[config.mk]
export PLATFORM = sky130hd
export DESIGN_NAME = tilemap_scroll_edge_address_gen
export DESIGN_NICKNAME = d
export VERILOG_FILES = /design/src/rtl/tsea_pkg.sv /design/src/rtl/tsea_addr_unit.sv /design/src/rtl/tsea_seq.sv /design/src/rtl/tilemap_scroll_edge_address_gen.sv
export VERILOG_INCLUDE_DIRS = /design/src /design/src/rtl
export SDC_FILE = /design/constraint.sdc
export NUM_CORES = 1
export LEC_CHECK = 0
export BUFFER_PORTS_ARGS = -buffer_cell sky130_fd_sc_hd__buf_4
export CORE_MARGIN = 2
export CORE_UTILIZATION = 30
export DETAILED_ROUTE_END_ITERATION = 10
export GPL_TIMING_DRIVEN = 0
export PLACE_DENSITY_LB_ADDON = 0.3
export SKIP_LAST_GASP = 1
export SLEW_MARGIN = 20
export SYNTH_ARGS = -nofsm -noshare
export SYNTH_HDL_FRONTEND = slang
export SYNTH_SLANG_ARGS = --single-unit
export TNS_END_PERCENT = 1
[constraint.sdc]
create_clock -name aclk -period 4.64 [get_ports aclk]
set_input_delay 0.464 -clock aclk [delete_from_list [all_inputs] [get_ports aclk]]
set_output_delay 0.464 -clock aclk [all_outputs]
set_load 0.05 [all_outputs]
[src/rtl/assert_macros.svh]
// Assertion macros for the scroll edge address generator.
// Expects a clock named aclk and an active-low reset named aresetn in scope.
`ifndef ASSERT_MACROS_SVH
`define ASSERT_MACROS_SVH

// Check a property at every rising clock edge outside reset.
`define ASSERT_CLK(label, prop, msg) \
    label: assert property (@(posedge aclk) disable iff (!aresetn) prop) \
        else $error(msg);

// Check that one condition implies another on the next clock edge.
`define ASSERT_NEXT(label, cond, expr, msg) \
    label: assert property (@(posedge aclk) disable iff (!aresetn) \
        (cond) |=> (expr)) else $error(msg);

`endif

[src/rtl/tsea_pkg.sv]
// Shared types, constants and helpers for the scroll edge address generator.
// No dependencies.
`timescale 1ns / 1ps

package tsea_pkg;

    localparam int SCREEN_TILES_X_DEF = 30;
    localparam int SCREEN_TILES_Y_DEF = 20;

    localparam int CAM_W      = 16;
    localparam int COORD_W    = 10;
    localparam int LOG2_W     = 4;
    localparam int BLOCK_W    = 5;
    localparam int SRC_W      = 20;
    localparam int DST_W      = 16;
    localparam int CFG_IDX_W  = 2;
    localparam int CFG_DATA_W = 5;

    localparam logic [LOG2_W-1:0] LOG2_MIN = 4'd3;
    localparam logic [LOG2_W-1:0] LOG2_MAX = 4'd10;

    localparam logic [LOG2_W-1:0]  WIDTH_LOG2_RST  = 4'd6;
    localparam logic [LOG2_W-1:0]  HEIGHT_LOG2_RST = 4'd9;
    localparam logic [BLOCK_W-1:0] BLOCK_RST       = 5'd0;

    localparam logic [CFG_IDX_W-1:0] REG_MAP_WIDTH_LOG2  = 2'd0;
    localparam logic [CFG_IDX_W-1:0] REG_MAP_HEIGHT_LOG2 = 2'd1;
    localparam logic [CFG_IDX_W-1:0] REG_SCREEN_BLOCK    = 2'd2;

    typedef struct packed {
        logic [LOG2_W-1:0]  map_width_log2;
        logic [LOG2_W-1:0]  map_height_log2;
        logic [BLOCK_W-1:0] screen_block;
    } cfg_t;

    typedef struct packed {
        logic [COORD_W-1:0] tx;
        logic [COORD_W-1:0] ty;
        logic               is_column;
        logic               last;
    } cmd_t;

    typedef struct packed {
        logic busy;
        logic moves;
    } seq_stat_t;

    function automatic logic [LOG2_W-1:0] clamp_log2(input logic [LOG2_W-1:0] v);
        logic [LOG2_W-1:0] r;
        r = v;
        if (v < LOG2_MIN) begin
            r = LOG2_MIN;
        end else if (v > LOG2_MAX) begin
            r = LOG2_MAX;
        end
        return r;
    endfunction

endpackage

[src/rtl/tsea_addr_unit.sv]
// Shared address unit and output register: map index and ring offset per command.
// Depends on tsea_pkg.
`timescale 1ns / 1ps

module tsea_addr_unit (
    input  logic                          aclk,
    input  logic                          aresetn,
    input  tsea_pkg::cfg_t                cfg,
    input  logic                          cmd_valid,
    output logic                          cmd_ready,
    input  tsea_pkg::cmd_t                cmd,
    output logic                          m_valid,
    input  logic                          m_ready,
    output logic [tsea_pkg::SRC_W-1:0]    m_src_index,
    output logic [tsea_pkg::DST_W-1:0]    m_dst_offset,
    output logic                          m_is_column,
    output logic                          m_last
);
    import tsea_pkg::*;

    logic               valid_reg;
    logic [SRC_W-1:0]   src_reg;
    logic [DST_W-1:0]   dst_reg;
    logic               col_reg;
    logic               last_reg;

    logic [COORD_W-1:0] mask_x;
    logic [COORD_W-1:0] mask_y;
    logic [SRC_W-1:0]   src_next;
    logic [11:0]        ring;
    logic [DST_W-1:0]   dst_next;
    logic               load;

    assign cmd_ready = !valid_reg || m_ready;
    assign load      = cmd_valid && cmd_ready;

    assign mask_x   = ~({COORD_W{1'b1}} << cfg.map_width_log2);
    assign mask_y   = ~({COORD_W{1'b1}} << cfg.map_height_log2);
    assign src_next = (SRC_W'(cmd.ty & mask_y) << cfg.map_width_log2)
                    | SRC_W'(cmd.tx & mask_x);

    // quadrant ring: bit 11 lower half, bit 10 right half, then row and column in block
    assign ring     = {cmd.ty[5], cmd.tx[5], cmd.ty[4:0], cmd.tx[4:0]};
    assign dst_next = DST_W'({cfg.screen_block, 10'b0}) + DST_W'(ring);

    always_ff @(posedge aclk) begin
        if (!aresetn) begin
            valid_reg <= 1'b0;
        end else begin
            if (load) begin
                valid_reg <= 1'b1;
                src_reg   <= src_next;
                dst_reg   <= dst_next;
                col_reg   <= cmd.is_column;
                last_reg  <= cmd.last;
            end else if (m_ready) begin
                valid_reg <= 1'b0;
            end
        end
    end

    assign m_valid      = valid_reg;
    assign m_src_index  = src_reg;
    assign m_dst_offset = dst_reg;
    assign m_is_column  = col_reg;
    assign m_last       = last_reg;

endmodule

[src/rtl/tsea_seq.sv]
// Sequencer: compares camera position with the stored one and walks edge tiles.
// Depends on tsea_pkg.
`timescale 1ns / 1ps

module tsea_seq #(
    parameter int SCREEN_TILES_X = tsea_pkg::SCREEN_TILES_X_DEF,
    parameter int SCREEN_TILES_Y = tsea_pkg::SCREEN_TILES_Y_DEF
) (
    input  logic                          aclk,
    input  logic                          aresetn,
    input  logic                          s_valid,
    output logic                          s_ready,
    input  logic [tsea_pkg::CAM_W-1:0]    s_cam_x,
    input  logic [tsea_pkg::CAM_W-1:0]    s_cam_y,
    output logic                          cmd_valid,
    input  logic                          cmd_ready,
    output tsea_pkg::cmd_t                cmd,
    output tsea_pkg::seq_stat_t           stat
);
    import tsea_pkg::*;

    localparam int ROW_CMDS = SCREEN_TILES_X + 1;
    localparam int COL_CMDS = SCREEN_TILES_Y + 3;
    localparam int MAX_CMDS = (ROW_CMDS > COL_CMDS) ? ROW_CMDS : COL_CMDS;
    localparam int CNT_W    = $clog2(MAX_CMDS);

    localparam logic [CNT_W-1:0]   ROW_LAST = CNT_W'(ROW_CMDS - 1);
    localparam logic [CNT_W-1:0]   COL_LAST = CNT_W'(COL_CMDS - 1);
    localparam logic [COORD_W-1:0] ROW_OFS  = COORD_W'(SCREEN_TILES_Y + 1);
    localparam logic [COORD_W-1:0] COL_OFS  = COORD_W'(SCREEN_TILES_X + 1);
    localparam logic [COORD_W-1:0] ONE      = COORD_W'(1);

    typedef enum logic [1:0] {
        ST_IDLE,
        ST_ROW,
        ST_COL
    } state_t;

    state_t             state_reg, state_next;
    logic [CNT_W-1:0]   cnt_reg, cnt_next;
    logic [COORD_W-1:0] x_reg, x_next;
    logic [COORD_W-1:0] y_reg, y_next;
    logic [COORD_W-1:0] col_tx_reg, col_tx_next;
    logic [COORD_W-1:0] col_ty_reg, col_ty_next;
    logic               col_pend_reg, col_pend_next;
    logic [CAM_W-1:0]   prev_x_reg, prev_x_next;
    logic [CAM_W-1:0]   prev_y_reg, prev_y_next;

    logic [COORD_W-1:0] tcx;
    logic [COORD_W-1:0] tcy;
    logic               moved_x;
    logic               moved_y;
    logic [COORD_W-1:0] row_ty;
    logic [COORD_W-1:0] col_tx;
    logic [COORD_W-1:0] step_in;
    logic [COORD_W-1:0] step_out;
    logic               accept;
    logic               fire;

    assign tcx     = s_cam_x[COORD_W+2:3];
    assign tcy     = s_cam_y[COORD_W+2:3];
    assign moved_x = s_cam_x != prev_x_reg;
    assign moved_y = s_cam_y != prev_y_reg;
    assign row_ty  = (s_cam_y < prev_y_reg) ? tcy - ONE : tcy + ROW_OFS;
    assign col_tx  = (s_cam_x < prev_x_reg) ? tcx - ONE : tcx + COL_OFS;

    assign s_ready   = state_reg == ST_IDLE;
    assign accept    = s_valid && s_ready;
    assign cmd_valid = state_reg != ST_IDLE;
    assign fire      = cmd_valid && cmd_ready;

    // one incrementer walks x along a row and y down a column
    assign step_in  = (state_reg == ST_ROW) ? x_reg : y_reg;
    assign step_out = step_in + ONE;

    always_comb begin
        cmd.tx        = x_reg;
        cmd.ty        = y_reg;
        cmd.is_column = state_reg == ST_COL;
        cmd.last      = 1'b0;
        case (state_reg)
            ST_ROW:  cmd.last = (cnt_reg == ROW_LAST) && !col_pend_reg;
            ST_COL:  cmd.last = cnt_reg == COL_LAST;
            default: cmd.last = 1'b0;
        endcase
    end

    assign stat.busy  = state_reg != ST_IDLE;
    assign stat.moves = moved_x || moved_y;

    always_comb begin
        state_next    = state_reg;
        cnt_next      = cnt_reg;
        x_next        = x_reg;
        y_next        = y_reg;
        col_tx_next   = col_tx_reg;
        col_ty_next   = col_ty_reg;
        col_pend_next = col_pend_reg;
        prev_x_next   = prev_x_reg;
        prev_y_next   = prev_y_reg;
        case (state_reg)
            ST_IDLE: begin
                if (accept) begin
                    prev_x_next   = s_cam_x;
                    prev_y_next   = s_cam_y;
                    cnt_next      = '0;
                    col_tx_next   = col_tx;
                    col_ty_next   = tcy - ONE;
                    col_pend_next = moved_x;
                    if (moved_y) begin
                        state_next = ST_ROW;
                        x_next     = tcx;
                        y_next     = row_ty;
                    end else if (moved_x) begin
                        state_next = ST_COL;
                        x_next     = col_tx;
                        y_next     = tcy - ONE;
                    end
                end
            end
            ST_ROW: begin
                if (fire) begin
                    if (cnt_reg == ROW_LAST) begin
                        cnt_next = '0;
                        if (col_pend_reg) begin
                            state_next = ST_COL;
                            x_next     = col_tx_reg;
                            y_next     = col_ty_reg;
                        end else begin
                            state_next = ST_IDLE;
                        end
                    end else begin
                        cnt_next = cnt_reg + 1'b1;
                        x_next   = step_out;
                    end
                end
            end
            ST_COL: begin
                if (fire) begin
                    if (cnt_reg == COL_LAST) begin
                        cnt_next   = '0;
                        state_next = ST_IDLE;
                    end else begin
                        cnt_next = cnt_reg + 1'b1;
                        y_next   = step_out;
                    end
                end
            end
            default: begin
                state_next = ST_IDLE;
            end
        endcase
    end

    always_ff @(posedge aclk) begin
        if (!aresetn) begin
            state_reg  <= ST_IDLE;
            prev_x_reg <= '0;
            prev_y_reg <= '0;
        end else begin
            state_reg    <= state_next;
            prev_x_reg   <= prev_x_next;
            prev_y_reg   <= prev_y_next;
            cnt_reg      <= cnt_next;
            x_reg        <= x_next;
            y_reg        <= y_next;
            col_tx_reg   <= col_tx_next;
            col_ty_reg   <= col_ty_next;
            col_pend_reg <= col_pend_next;
        end
    end

endmodule

[src/rtl/tilemap_scroll_edge_address_gen.sv]
// Channel   Handshake              Payload
// s_        s_valid / s_ready      s_cam_x, s_cam_y
// m_        m_valid / m_ready      m_src_index, m_dst_offset, m_is_column, m_last
// cfg_      cfg_valid / cfg_ready  cfg_index, cfg_data
//
// One copy command leaves per cycle while m_ready holds high; the sequencer feeds
// the shared address unit and its output register. A camera item with both axes moved
// yields SCREEN_TILES_X+1 row commands and SCREEN_TILES_Y+3 column commands (54 by default);
// an unmoved item yields no commands. s_ready is low while commands remain.
// A stall on m_ready holds the output register and the sequencer. Synchronous reset
// clears the stored camera position and restores the map registers; cfg_ready is always high.
// Top level of the scroll edge address generator; depends on tsea_pkg,
// tsea_seq, tsea_addr_unit and assert_macros.svh.
`timescale 1ns / 1ps
`include "assert_macros.svh"

module tilemap_scroll_edge_address_gen #(
    parameter int SCREEN_TILES_X = tsea_pkg::SCREEN_TILES_X_DEF,
    parameter int SCREEN_TILES_Y = tsea_pkg::SCREEN_TILES_Y_DEF
) (
    input  logic                              aclk,
    input  logic                              aresetn,
    input  logic                              s_valid,
    output logic                              s_ready,
    input  logic [tsea_pkg::CAM_W-1:0]        s_cam_x,
    input  logic [tsea_pkg::CAM_W-1:0]        s_cam_y,
    output logic                              m_valid,
    input  logic                              m_ready,
    output logic [tsea_pkg::SRC_W-1:0]        m_src_index,
    output logic [tsea_pkg::DST_W-1:0]        m_dst_offset,
    output logic                              m_is_column,
    output logic                              m_last,
    input  logic                              cfg_valid,
    output logic                              cfg_ready,
    input  logic [tsea_pkg::CFG_IDX_W-1:0]    cfg_index,
    input  logic [tsea_pkg::CFG_DATA_W-1:0]   cfg_data
);
    import tsea_pkg::*;

    logic [LOG2_W-1:0]  width_log2_reg;
    logic [LOG2_W-1:0]  height_log2_reg;
    logic [BLOCK_W-1:0] block_reg;

    cfg_t      cfg;
    cmd_t      cmd;
    seq_stat_t stat;
    logic      cmd_valid;
    logic      cmd_ready;

    assign cfg_ready = 1'b1;

    always_ff @(posedge aclk) begin
        if (!aresetn) begin
            width_log2_reg  <= WIDTH_LOG2_RST;
            height_log2_reg <= HEIGHT_LOG2_RST;
            block_reg       <= BLOCK_RST;
        end else if (cfg_valid && cfg_ready) begin
            case (cfg_index)
                REG_MAP_WIDTH_LOG2:  width_log2_reg  <= cfg_data[LOG2_W-1:0];
                REG_MAP_HEIGHT_LOG2: height_log2_reg <= cfg_data[LOG2_W-1:0];
                REG_SCREEN_BLOCK:    block_reg       <= cfg_data[BLOCK_W-1:0];
                default:             ;
            endcase
        end
    end

    assign cfg.map_width_log2  = clamp_log2(width_log2_reg);
    assign cfg.map_height_log2 = clamp_log2(height_log2_reg);
    assign cfg.screen_block    = block_reg;

    tsea_seq #(
        .SCREEN_TILES_X (SCREEN_TILES_X),
        .SCREEN_TILES_Y (SCREEN_TILES_Y)
    ) u_seq (
        .aclk      (aclk),
        .aresetn   (aresetn),
        .s_valid   (s_valid),
        .s_ready   (s_ready),
        .s_cam_x   (s_cam_x),
        .s_cam_y   (s_cam_y),
        .cmd_valid (cmd_valid),
        .cmd_ready (cmd_ready),
        .cmd       (cmd),
        .stat      (stat)
    );

    tsea_addr_unit u_addr (
        .aclk         (aclk),
        .aresetn      (aresetn),
        .cfg          (cfg),
        .cmd_valid    (cmd_valid),
        .cmd_ready    (cmd_ready),
        .cmd          (cmd),
        .m_valid      (m_valid),
        .m_ready      (m_ready),
        .m_src_index  (m_src_index),
        .m_dst_offset (m_dst_offset),
        .m_is_column  (m_is_column),
        .m_last       (m_last)
    );

    `ASSERT_NEXT(a_move_starts_burst, s_valid && s_ready && stat.moves, stat.busy, "moved camera did not start a burst")
    `ASSERT_NEXT(a_still_stays_idle, s_valid && s_ready && !stat.moves, !stat.busy, "unmoved camera started a burst")
    `ASSERT_CLK(a_burst_continues, (m_valid && m_ready && !m_last) |-> stat.busy, "burst ended without last")
    `ASSERT_CLK(a_fill_from_seq, (!m_valid ##1 m_valid) |-> $past(cmd_valid), "output filled without a command")

endmodule
==> flow_summary.toml, run 1 <==
[pwr]
p_leak_nw = 3.72
pnr_total_power_w = 0.00492
power_per_cell_area_nw_per_um2 = 526
vdd.ir_drop.worst_uv = 267

[grt]
initial_antenna_violation_count = 0
grt_pass1_vias = 5754
grt_overflow_total = 0
grt_max_degree = 31
grt_first_pass_wirelength_um = 30600
track_usage_pct = 14.6

[timing]
rsz0062_at_grt = "false"
max_freq_mhz = 251
slew_headroom_pct = 35.6
finalSetupTns_ns = 0
post-route-min-period_ns = 3.99
timing.final.setup_violations = 0
period_share_pct = 86.0
number_of_hold_slack_violations_in_the_final_timing_report = 0
worst_pin_slew_ns = 0.966
maxSlewViolCount = 0
worst_clock_skew_ns = 0.0123
layout_setup_ws_ns = 0.648

[placement]
preCtsSetupSlack_ns = 0.656
hpwl_um = 14300
dpl-instance-area_um2 = 8790
portBuffers = 83
place_congestion = 0.842

[critical_path]
slowest_delay_ns = 0.48
critical_path.slowest_cell = "buf_1"
worstSetupEndpointType = "flip-flop"
worst_ep_required_time_ns = 4.79
startpoint_type = "flip-flop"
timing.critical_path.fanout_max = 10
timing.critical_path.arrival_ns = 4.15
cp_cell_sequence = "inv_1 > ha_1 > buf_2 > buf_1 > clkbuf_1 > buf_2 > mux2_2 > ha_1 > o21ai_0 > nor2_1 > nand2_1 > xor2_1 > a221oi_1 > a21oi_1"
path_class = "flip-flop to flip-flop"

[clocking]
clock_tree.buffer_depth = 2
worst_setup_hold_path_clk_slew_ns = 0.06
clk_root_buffer_cell = "clkbuf_16"
tritoncts = "yes"
post_cts_hold_buffer_count = 0
cts_max_level = 4
worst_skew_pair.late_latency_ns = 0.42
post-cts-setup-buffers = 0
cts_made_buffers = 17
cts.sinks = 132
cts_resized = 0

[synthesis]
asyncSetResetFlopFracSynth_pct = 0
ys_seq_area_share_pct = 45.2
ys_dominant_reg_cell = "edfxtp_1"
synth-warning-count = 0
ys_types = 63
syn_nets = 886
syn-cell-area_um2 = 7710
netlist_instances = 793
avgSynthCellArea_um2 = 9.72
register_bit_count_reported_by_yosys = 132
synth-edff-count = 84

[routing]
drt_drc_violations_left = 0
dr.max_layer_used = "met4"
via_count = 5974
routed_wire_length_per_instance_um = 15.1
detail_route.wirelength.met1_um = 9180
antenna_violating_nets_post_route = 0
route.final.wire_length_um = 18800
drt_iter0_markers = 379
drt_first_pass_iters = 5
route.met3.wl_um = 955
met2_wirelength_um = 8330
detail_route.vias_per_cell = 4.82

[cells_and_area]
antenna_diode_count = 0
fin_area_um2 = 9350
final_layout_size_suffix_gt1_share_pct = 15.2
max_reg_flops = 20
finalCoreUtilization_pct = 37.1
layout_stage_area_growth_over_the_synthesis_result_pct = 21.2
nets_finish = 990

[die]
full_die_area_um2 = 27000
core_area_um2 = 25200
die_height_um = 164
ioPinCount = 85
die_w_um = 164
fp-row-count = 58
initial_cell_density_of_the_core_pct = 30.6

[hold_path]
worstHoldPathType = "input port to flip-flop"

[flow_run]
number_of_violations_of_the_max_capacitance_limit = 0

[status]
outcome = "completed"
[critical path: cells and delay by family, from the launching register on]
kind	cells	cell delay, ns
AOI/OAI and AO/OA	3	0.55
buffers and inverters	5	1.59
muxes	1	0.37
adders and majority gates	2	0.42
DFF	1	0.34
xor gates and xnor gates	1	0.09
and+or+nand+nor	2	0.36
[cells by family (layout without fill, tap and decap cells)]
family,Yosys count,in the layout,share of synthesized area (%)
compound gates,177,177,15.0
xor+xnor,48,48,5.45
mux,50,50,6.57
fa+ha+maj,49,49,8.05
simple gates,236,236,14.5
buf+inv,100,217,5.18
flops,132,132,45.2
other cells,1,1,0.0486
[layer usage]
metal	track usage [%]	up-vias
li1	-	3006
met1	20.3	2776
met2	22.8	169
met3	3.08	23
met4	4.43	0
met5	0	-
[cells in the final DEF (no fill, tap or decap), types with 35 or more instances in the layout]
master / count
edfxtp_1: 84
nand2_1: 122
dfxtp_1: 48
a21oi_1: 39
clkbuf_1: 35
buf_4: 85
o21ai_0: 42
ha_1: 48
mux2i_1: 45
inv_1: 56
[report_power, final]
group	total (W)	switching [W]	internal (W)
sequential	0.00180	0.000192	0.00161
clock	0.00128	0.000544	0.000738
combinational	0.00184	0.00118	0.000655
total	0.00492	0.00192	0.00300
[final timing paths]
kind,cells after the start,start,slack (ns),endpoint
setup / recovery,14,u_seq.state_reg[1],0.65,u_seq.y_reg[8]
hold / removal,3,cfg_data[1],0.30,width_log2_reg[1]
setup reg to reg,14,u_seq.state_reg[1],0.65,u_seq.y_reg[8]
hold reg to reg,2,u_seq.prev_y_reg[7],0.46,u_seq.prev_y_reg[7]
[metrics by stage]
stage / hold WS (ns) / instances
after global routing: 0.304 / 1240
after detailed placement: 0.458 / 1208
after floorplan: 0.443 / 793
after global placement: 0.452 / 1206
after CTS: 0.281 / 1240
final: 0.296 / 1240
[synth_stat cells, drive strengths merged, types with 9 or more instances]
master	instances	area, µm²
nand3	9	45.0
nand2	122	458
buf	9	57.6
clkbuf	35	131
a21o	9	67.6
edfxtp	84	2520
xor2	23	201
a21oi	40	204
nor2	32	120
mux2i	45	450
ha	48	601
inv	56	210
dfxtp	48	961
nand4	9	62.6
o21ai	44	220
xnor2	25	219
a21boi	34	255
nor2b	19	119
o211ai	10	75.1
[layout make-up]
| class | count | area (µm²) |
|---|---|---|
| plain buffers | 44 | 189 |
| clock buffers | 17 | 425 |
| clock inverters | 15 | 133 |
| fillers | 2532 | 15800 |
| inverters | 56 | 210 |
| multi-input cells | 561 | 3840 |
| flip-flops and latches | 132 | 3480 |
| well taps | 330 | 413 |
| repair buffers | 85 | 651 |
(Power assumes the default switching activity.)
==> run 2, diff against run 1 <==
--- a/config.mk
+++ b/config.mk
@@ -7,7 +7,6 @@
 export NUM_CORES = 1
 export LEC_CHECK = 0
 export BUFFER_PORTS_ARGS = -buffer_cell sky130_fd_sc_hd__buf_4
-export CORE_MARGIN = 2
 export CORE_UTILIZATION = 30
 export DETAILED_ROUTE_END_ITERATION = 10
 export GPL_TIMING_DRIVEN = 0
==> run 2 against run 1 <==
  * Wire length up 0.96%
  * Largest power group unchanged
  * Die area down 2.4%
  * Critical endpoint unchanged
  * Combinational power about the same
==> flow_summary.toml, run 2 (synthesis gave the netlist of run 1 again) <==
[status]
outcome = "completed"

[clocking]
cts_made_buffers = 17
tritoncts = "yes"
cts_max_level = 4
worst_setup_hold_path_clk_slew_ns = 0.06
post_cts_hold_buffer_count = 0
clk_root_buffer_cell = "clkbuf_16"
cts_resized = 0
clock_tree.buffer_depth = 2
cts.sinks = 132
post-cts-setup-buffers = 0
worst_skew_pair.late_latency_ns = 0.42

[die]
fp-row-count = 58
die_height_um = 162
full_die_area_um2 = 26300
ioPinCount = 85
core_area_um2 = 25200
die_w_um = 162
initial_cell_density_of_the_core_pct = 30.6

[timing]
finalSetupTns_ns = 0
post-route-min-period_ns = 4.04
final.hold.worst_slack_ns = 0.305
period_share_pct = 87.1
worst_pin_slew_ns = 0.947
timing.final.setup_violations = 0
maxSlewViolCount = 0
number_of_hold_slack_violations_in_the_final_timing_report = 0
layout_setup_ws_ns = 0.601
max_freq_mhz = 248
slew_headroom_pct = 36.7
rsz0062_at_grt = "false"
worst_clock_skew_ns = 0.00691

[placement]
preCtsSetupSlack_ns = 0.692
place_congestion = 0.853
place.detailed.instances = 1208
portBuffers = 83
hpwl_um = 14300

[hold_path]
hold_start = "cfg_data[1]"
whs_path_depth = 3
worstHoldPathType = "input port to flip-flop"
timing.hold.worst_endpoint = "width_log2_reg[1]"

[routing]
routed_wire_length_per_instance_um = 15.3
via_count = 5973
antenna_violating_nets_post_route = 0
drt_iter0_markers = 404
route.final.wire_length_um = 18900
drt_first_pass_iters = 5
drt_drc_violations_left = 0
detail_route.vias_per_cell = 4.82

[pwr]
power.clock.fraction_pct = 27.9
vdd.ir_drop.worst_uv = 261
p_leak_nw = 3.75
power_per_cell_area_nw_per_um2 = 537
power.switching_w = 0.00190
intPower_w = 0.00315
pnr_total_power_w = 0.00505
share_seq_of_total_power_pct = 35.6
combPwrFrac_pct = 36.5
switching_share_pct = 37.6

[critical_path]
worst_ep_required_time_ns = 4.79
timing.critical_path.arrival_ns = 4.18
startpoint_type = "flip-flop"
path_class = "flip-flop to flip-flop"
timing.critical_path.fanout_max = 10
critical_path.reg2reg.startpoint = "u_seq.state_reg[1]"
rrSetupSlack_ns = 0.60
rr_endpoint = "u_seq.y_reg[8]"
worstSetupEndpointType = "flip-flop"
rr_worst_depth = 14

[cells_and_area]
final_layout_size_suffix_gt1_share_pct = 14.7
multiInputGateArea_um2 = 3840
final.fill_count = 2555
mostFrequentLayoutCells = "nand2_1 (122), buf_4 (85), edfxtp_1 (84), inv_1 (56)"
nets_finish = 990
max_reg_flops = 20
antenna_diode_count = 0
layout_stage_area_growth_over_the_synthesis_result_pct = 21.9
layout.area.seq_um2 = 3480
post_layout_nonfiller_instances = 1240
most_frequent_standard_cell_in_the_layout_excluding_fill_and_tap_cells = "nand2_1"

[flow_run]
number_of_violations_of_the_max_capacitance_limit = 0

[grt]
grt_overflow_total = 0
track_usage_pct = 14.8
initial_antenna_violation_count = 0
grt_first_pass_wirelength_um = 30600
grt_pass1_vias = 5715
grt_max_degree = 31
[run 2: worst max path at each step]
| stage | start | cells past startpoint | end | slack [ns] |
|---|---|---|---|---|
| 2_1_floorplan | u_seq.state_reg[1] | 14 | u_seq.y_reg[8] | 1.42 |
| 3_3_place_gp | u_seq.state_reg[0] | 8 | u_seq.y_reg[5] | 0.67 |
| 3_5_place_dp | u_seq.state_reg[1] | 14 | u_seq.y_reg[8] | 0.69 |
| 4_1_cts | u_seq.state_reg[1] | 14 | u_seq.y_reg[8] | 0.67 |
| 5_1_grt | u_seq.state_reg[1] | 14 | u_seq.y_reg[8] | 0.32 |
| 6_report | u_seq.state_reg[1] | 14 | u_seq.y_reg[8] | 0.60 |
[run 2: critical path, cell delays in order, from the launching register on]
cell and delay, ns:
dfxtp_1 0.35, inv_1 0.09, ha_1 0.20, buf_2 0.22
buf_1 0.46, clkbuf_1 0.49, buf_2 0.36, mux2_2 0.20
ha_1 0.17, o21ai_0 0.21, nor2_1 0.34, nand2_1 0.17
xor2_1 0.19, a221oi_1 0.24, a21oi_1 0.07
[run 2: routing by layer]
metal / vias to the layer above / GRT usage [%] / part of all wire [%]
li1: 3005 / - / -
met3: 17 / 2.81 / 4.5
met1: 2801 / 20.6 / 49
met5: - / 0 / 0
met4: 0 / 3.82 / 1.2
met2: 150 / 23.3 / 45
[run 2: power by group through the flow]
stage / logic [W] / clock network [W] / registers [W]
floorplan: 0.00104 / 0 / 0.00202
global placement: 0.00180 / 0 / 0.00182
detailed placement: 0.00183 / 0 / 0.00182
CTS: 0.00184 / 0.00144 / 0.00180
global route: 0.00202 / 0.00149 / 0.00182
finish: 0.00184 / 0.00141 / 0.00180
[run 2: stage by stage]
stage / utilization, % / instance area (µm²)
2_1_floorplan: - / 7710
3_3_place_gp: 34.7 / 8750
3_5_place_dp: 34.9 / 8790
4_1_cts: 37.3 / 9400
5_1_grt: 37.3 / 9400
6_report: 37.3 / 9400
[run 2: layout make-up]
type / instances / share of cell area [%]
plain buffers: 44 / 2.01
clock buffers: 17 / 4.52
clock inverters: 15 / 2.00
inverters: 56 / 2.24
multi-input cells: 561 / 40.9
flip-flops and latches: 132 / 37.0
well taps: 330 / 4.39
repair buffers: 85 / 6.92
==> run 3, diff against run 2 <==
--- a/config.mk
+++ b/config.mk
@@ -15,5 +15,6 @@
 export SLEW_MARGIN = 20
 export SYNTH_ARGS = -nofsm -noshare
 export SYNTH_HDL_FRONTEND = slang
+export SYNTH_HIERARCHICAL = 1
 export SYNTH_SLANG_ARGS = --single-unit
 export TNS_END_PERCENT = 1
==> run 3 against run 2 <==
  * The flow now finishes with violations (design-rule violations)
  * Sequential share of layout area shrank 1.5 points
  * Flip-flop and latch count is the same
  * Synthesized area grew 5.1%
  * Critical path type unchanged
  * Synthesized cell count grew 5.3%
  * Largest power group unchanged
  * Design area grew 4.2%
  * Highest routed layer unchanged
  * Final cell count grew 3.7%
  * Register-to-register slack gained 0.25 ns
  * Setup slack gained 0.25 ns
  * Critical endpoint is now u_seq/x_reg[8]
==> flow_summary.toml, run 3 <==
[status]
outcome = "complete, but fails checks"
failed_checks = "design-rule violations"

[grt]
grt_util_met2_pct = 23.3
grt.busiest_layer = "met2"
track_usage_pct = 14.8
grt_overflow_total = 0
initial_antenna_violation_count = 0
grt_pass1_vias = 6139
grt_max_degree = 27
grt_first_pass_wirelength_um = 32200
use_met1_pct = 19.9
grt_util_met3_pct = 2.98

[synthesis]
synth-warning-count = 6
syn_nets = 927
netlist_instances = 835
avgSynthCellArea_um2 = 9.70
syn-cell-area_um2 = 8100

[critical_path]
startpoint_type = "flip-flop"
timing.critical_path.fanout_max = 10
worstSetupEndpointType = "flip-flop"
path_class = "flip-flop to flip-flop"
worst_ep_required_time_ns = 4.91
timing.critical_path.arrival_ns = 4.06

[clocking]
tritoncts = "yes"
cts_made_buffers = 17
cts.sinks = 132
clk_root_buffer_cell = "clkbuf_16"
clock_tree.buffer_depth = 2
post-cts-setup-buffers = 0
worst_skew_pair.late_latency_ns = 0.43
cts_max_level = 4
worst_setup_hold_path_clk_slew_ns = 0.06
cts_resized = 0
post_cts_hold_buffer_count = 0

[routing]
drt_first_pass_iters = 8
detail_route.vias_per_cell = 5.05
antenna_violating_nets_post_route = 0
routed_wire_length_per_instance_um = 15.6
via_count = 6490
route.final.wire_length_um = 20100
drt_iter0_markers = 501
drt_drc_violations_left = 9

[timing]
period_share_pct = 81.6
post-route-min-period_ns = 3.79
rsz0062_at_grt = "false"
maxSlewViolCount = 0
worst_pin_slew_ns = 0.910
number_of_hold_slack_violations_in_the_final_timing_report = 0
max_freq_mhz = 264
slew_headroom_pct = 39.3
finalSetupTns_ns = 0
worst_clock_skew_ns = 0.00849
timing.final.setup_violations = 0

[cells_and_area]
antenna_diode_count = 0
max_reg_flops = 20
nets_finish = 1030
multiInputGateArea_um2 = 4140
final_layout_size_suffix_gt1_share_pct = 16.5
most_frequent_standard_cell_in_the_layout_excluding_fill_and_tap_cells = "nand2_1"
layout.area.seq_um2 = 3480
mostFrequentLayoutCells = "nand2_1 (131), buf_4 (87), edfxtp_1 (84), inv_1 (63), dfxtp_1 (48)"
layout_stage_area_growth_over_the_synthesis_result_pct = 20.9
final.fill_count = 2635

[die]
initial_cell_density_of_the_core_pct = 30.8
full_die_area_um2 = 27700
die_height_um = 166
core_area_um2 = 26300
ioPinCount = 85
die_w_um = 166
fp-row-count = 59

[placement]
portBuffers = 83
place_congestion = 0.906
hpwl_um = 15300

[pwr]
vdd.ir_drop.worst_uv = 278
p_leak_nw = 3.72
power_per_cell_area_nw_per_um2 = 553
pnr_total_power_w = 0.00542

[flow_run]
number_of_violations_of_the_max_capacitance_limit = 0

[hold_path]
worstHoldPathType = "input port to flip-flop"
[run 3: changes by cell type in the layout (fill, tap and decap cells not counted), moves of 5 or more]
cell / previous run / this run
o211ai_1: 10 / 21
nand3_1: 9 / 16
nand2_1: 122 / 131
mux2i_1: 45 / 32
nor2_1: 32 / 27
a21oi_1: 39 / 28
o31ai_1: 1 / 7
buf_2: 4 / 9
nor2b_1: 19 / 10
inv_1: 56 / 63
a211oi_1: 4 / 10
[run 3: per-layer routing]
metal / vias to the layer above / part of all wire [%] / wire (µm)
met1: 3032 / 49 / 9770
li1: 3233 / - / -
met3: 27 / 4.7 / 942
met5: - / 0 / 0
met4: 0 / 1.8 / 367
met2: 198 / 45 / 8980
[run 3: worst max-delay path: stages, from the launching register on]
cell	delay, ns
dfxtp_1	0.31
inv_1	0.09
ha_1	0.32
buf_2	0.28
buf_2	0.30
clkbuf_1	0.47
mux2_2	0.26
ha_1	0.17
o21ai_0	0.20
nor2_1	0.42
nand2_1	0.12
xor2_1	0.39
mux2i_1	0.13
a21oi_1	0.18
[run 3: where the power goes]
group | leakage [nW] | switching [W] | total, W | internal, W
combinational | 2.23 | 0.00141 | 0.00216 | 0.000751
clock | 0.312 | 0.000511 | 0.00141 | 0.000901
sequential | 1.18 | 0.000200 | 0.00185 | 0.00165
[run 3: area by class of cell]
| cell class | instances | area share [%] |
|---|---|---|
| multi-input cells | 591 | 42.3 |
| flip-flops and latches | 132 | 35.6 |
| repair buffers | 84 | 6.56 |
| clock buffers | 22 | 5.29 |
| well taps | 335 | 4.28 |
| inverters | 64 | 2.45 |
| plain buffers | 48 | 2.41 |
| clock inverters | 10 | 1.17 |
[run 3: worst paths after layout]
path	end	start	cells after the start	slack, ns
max	u_seq/x_reg[8]	u_seq/state_reg[1]	13	0.85
min	u_seq/prev_y_reg[0]	s_cam_y[0]	3	0.30
max reg2reg	u_seq/x_reg[8]	u_seq/state_reg[1]	13	0.85
min reg2reg	u_seq/prev_x_reg[14]	u_seq/prev_x_reg[14]	2	0.46
[run 3: metrics by stage]
step           util (%)  hold WS [ns]  std cells  cell area [µm²]  setup slack, ns
2_1_floorplan         -         0.435        835             8100             1.51
4_1_cts            37.3         0.285       1286             9800             1.02
5_1_grt            37.3         0.301       1286             9800            0.722
3_5_place_dp       34.9         0.458       1254             9170             1.01
6_report           37.3         0.300       1286             9800            0.854
3_3_place_gp       34.8         0.451       1253             9140             1.06
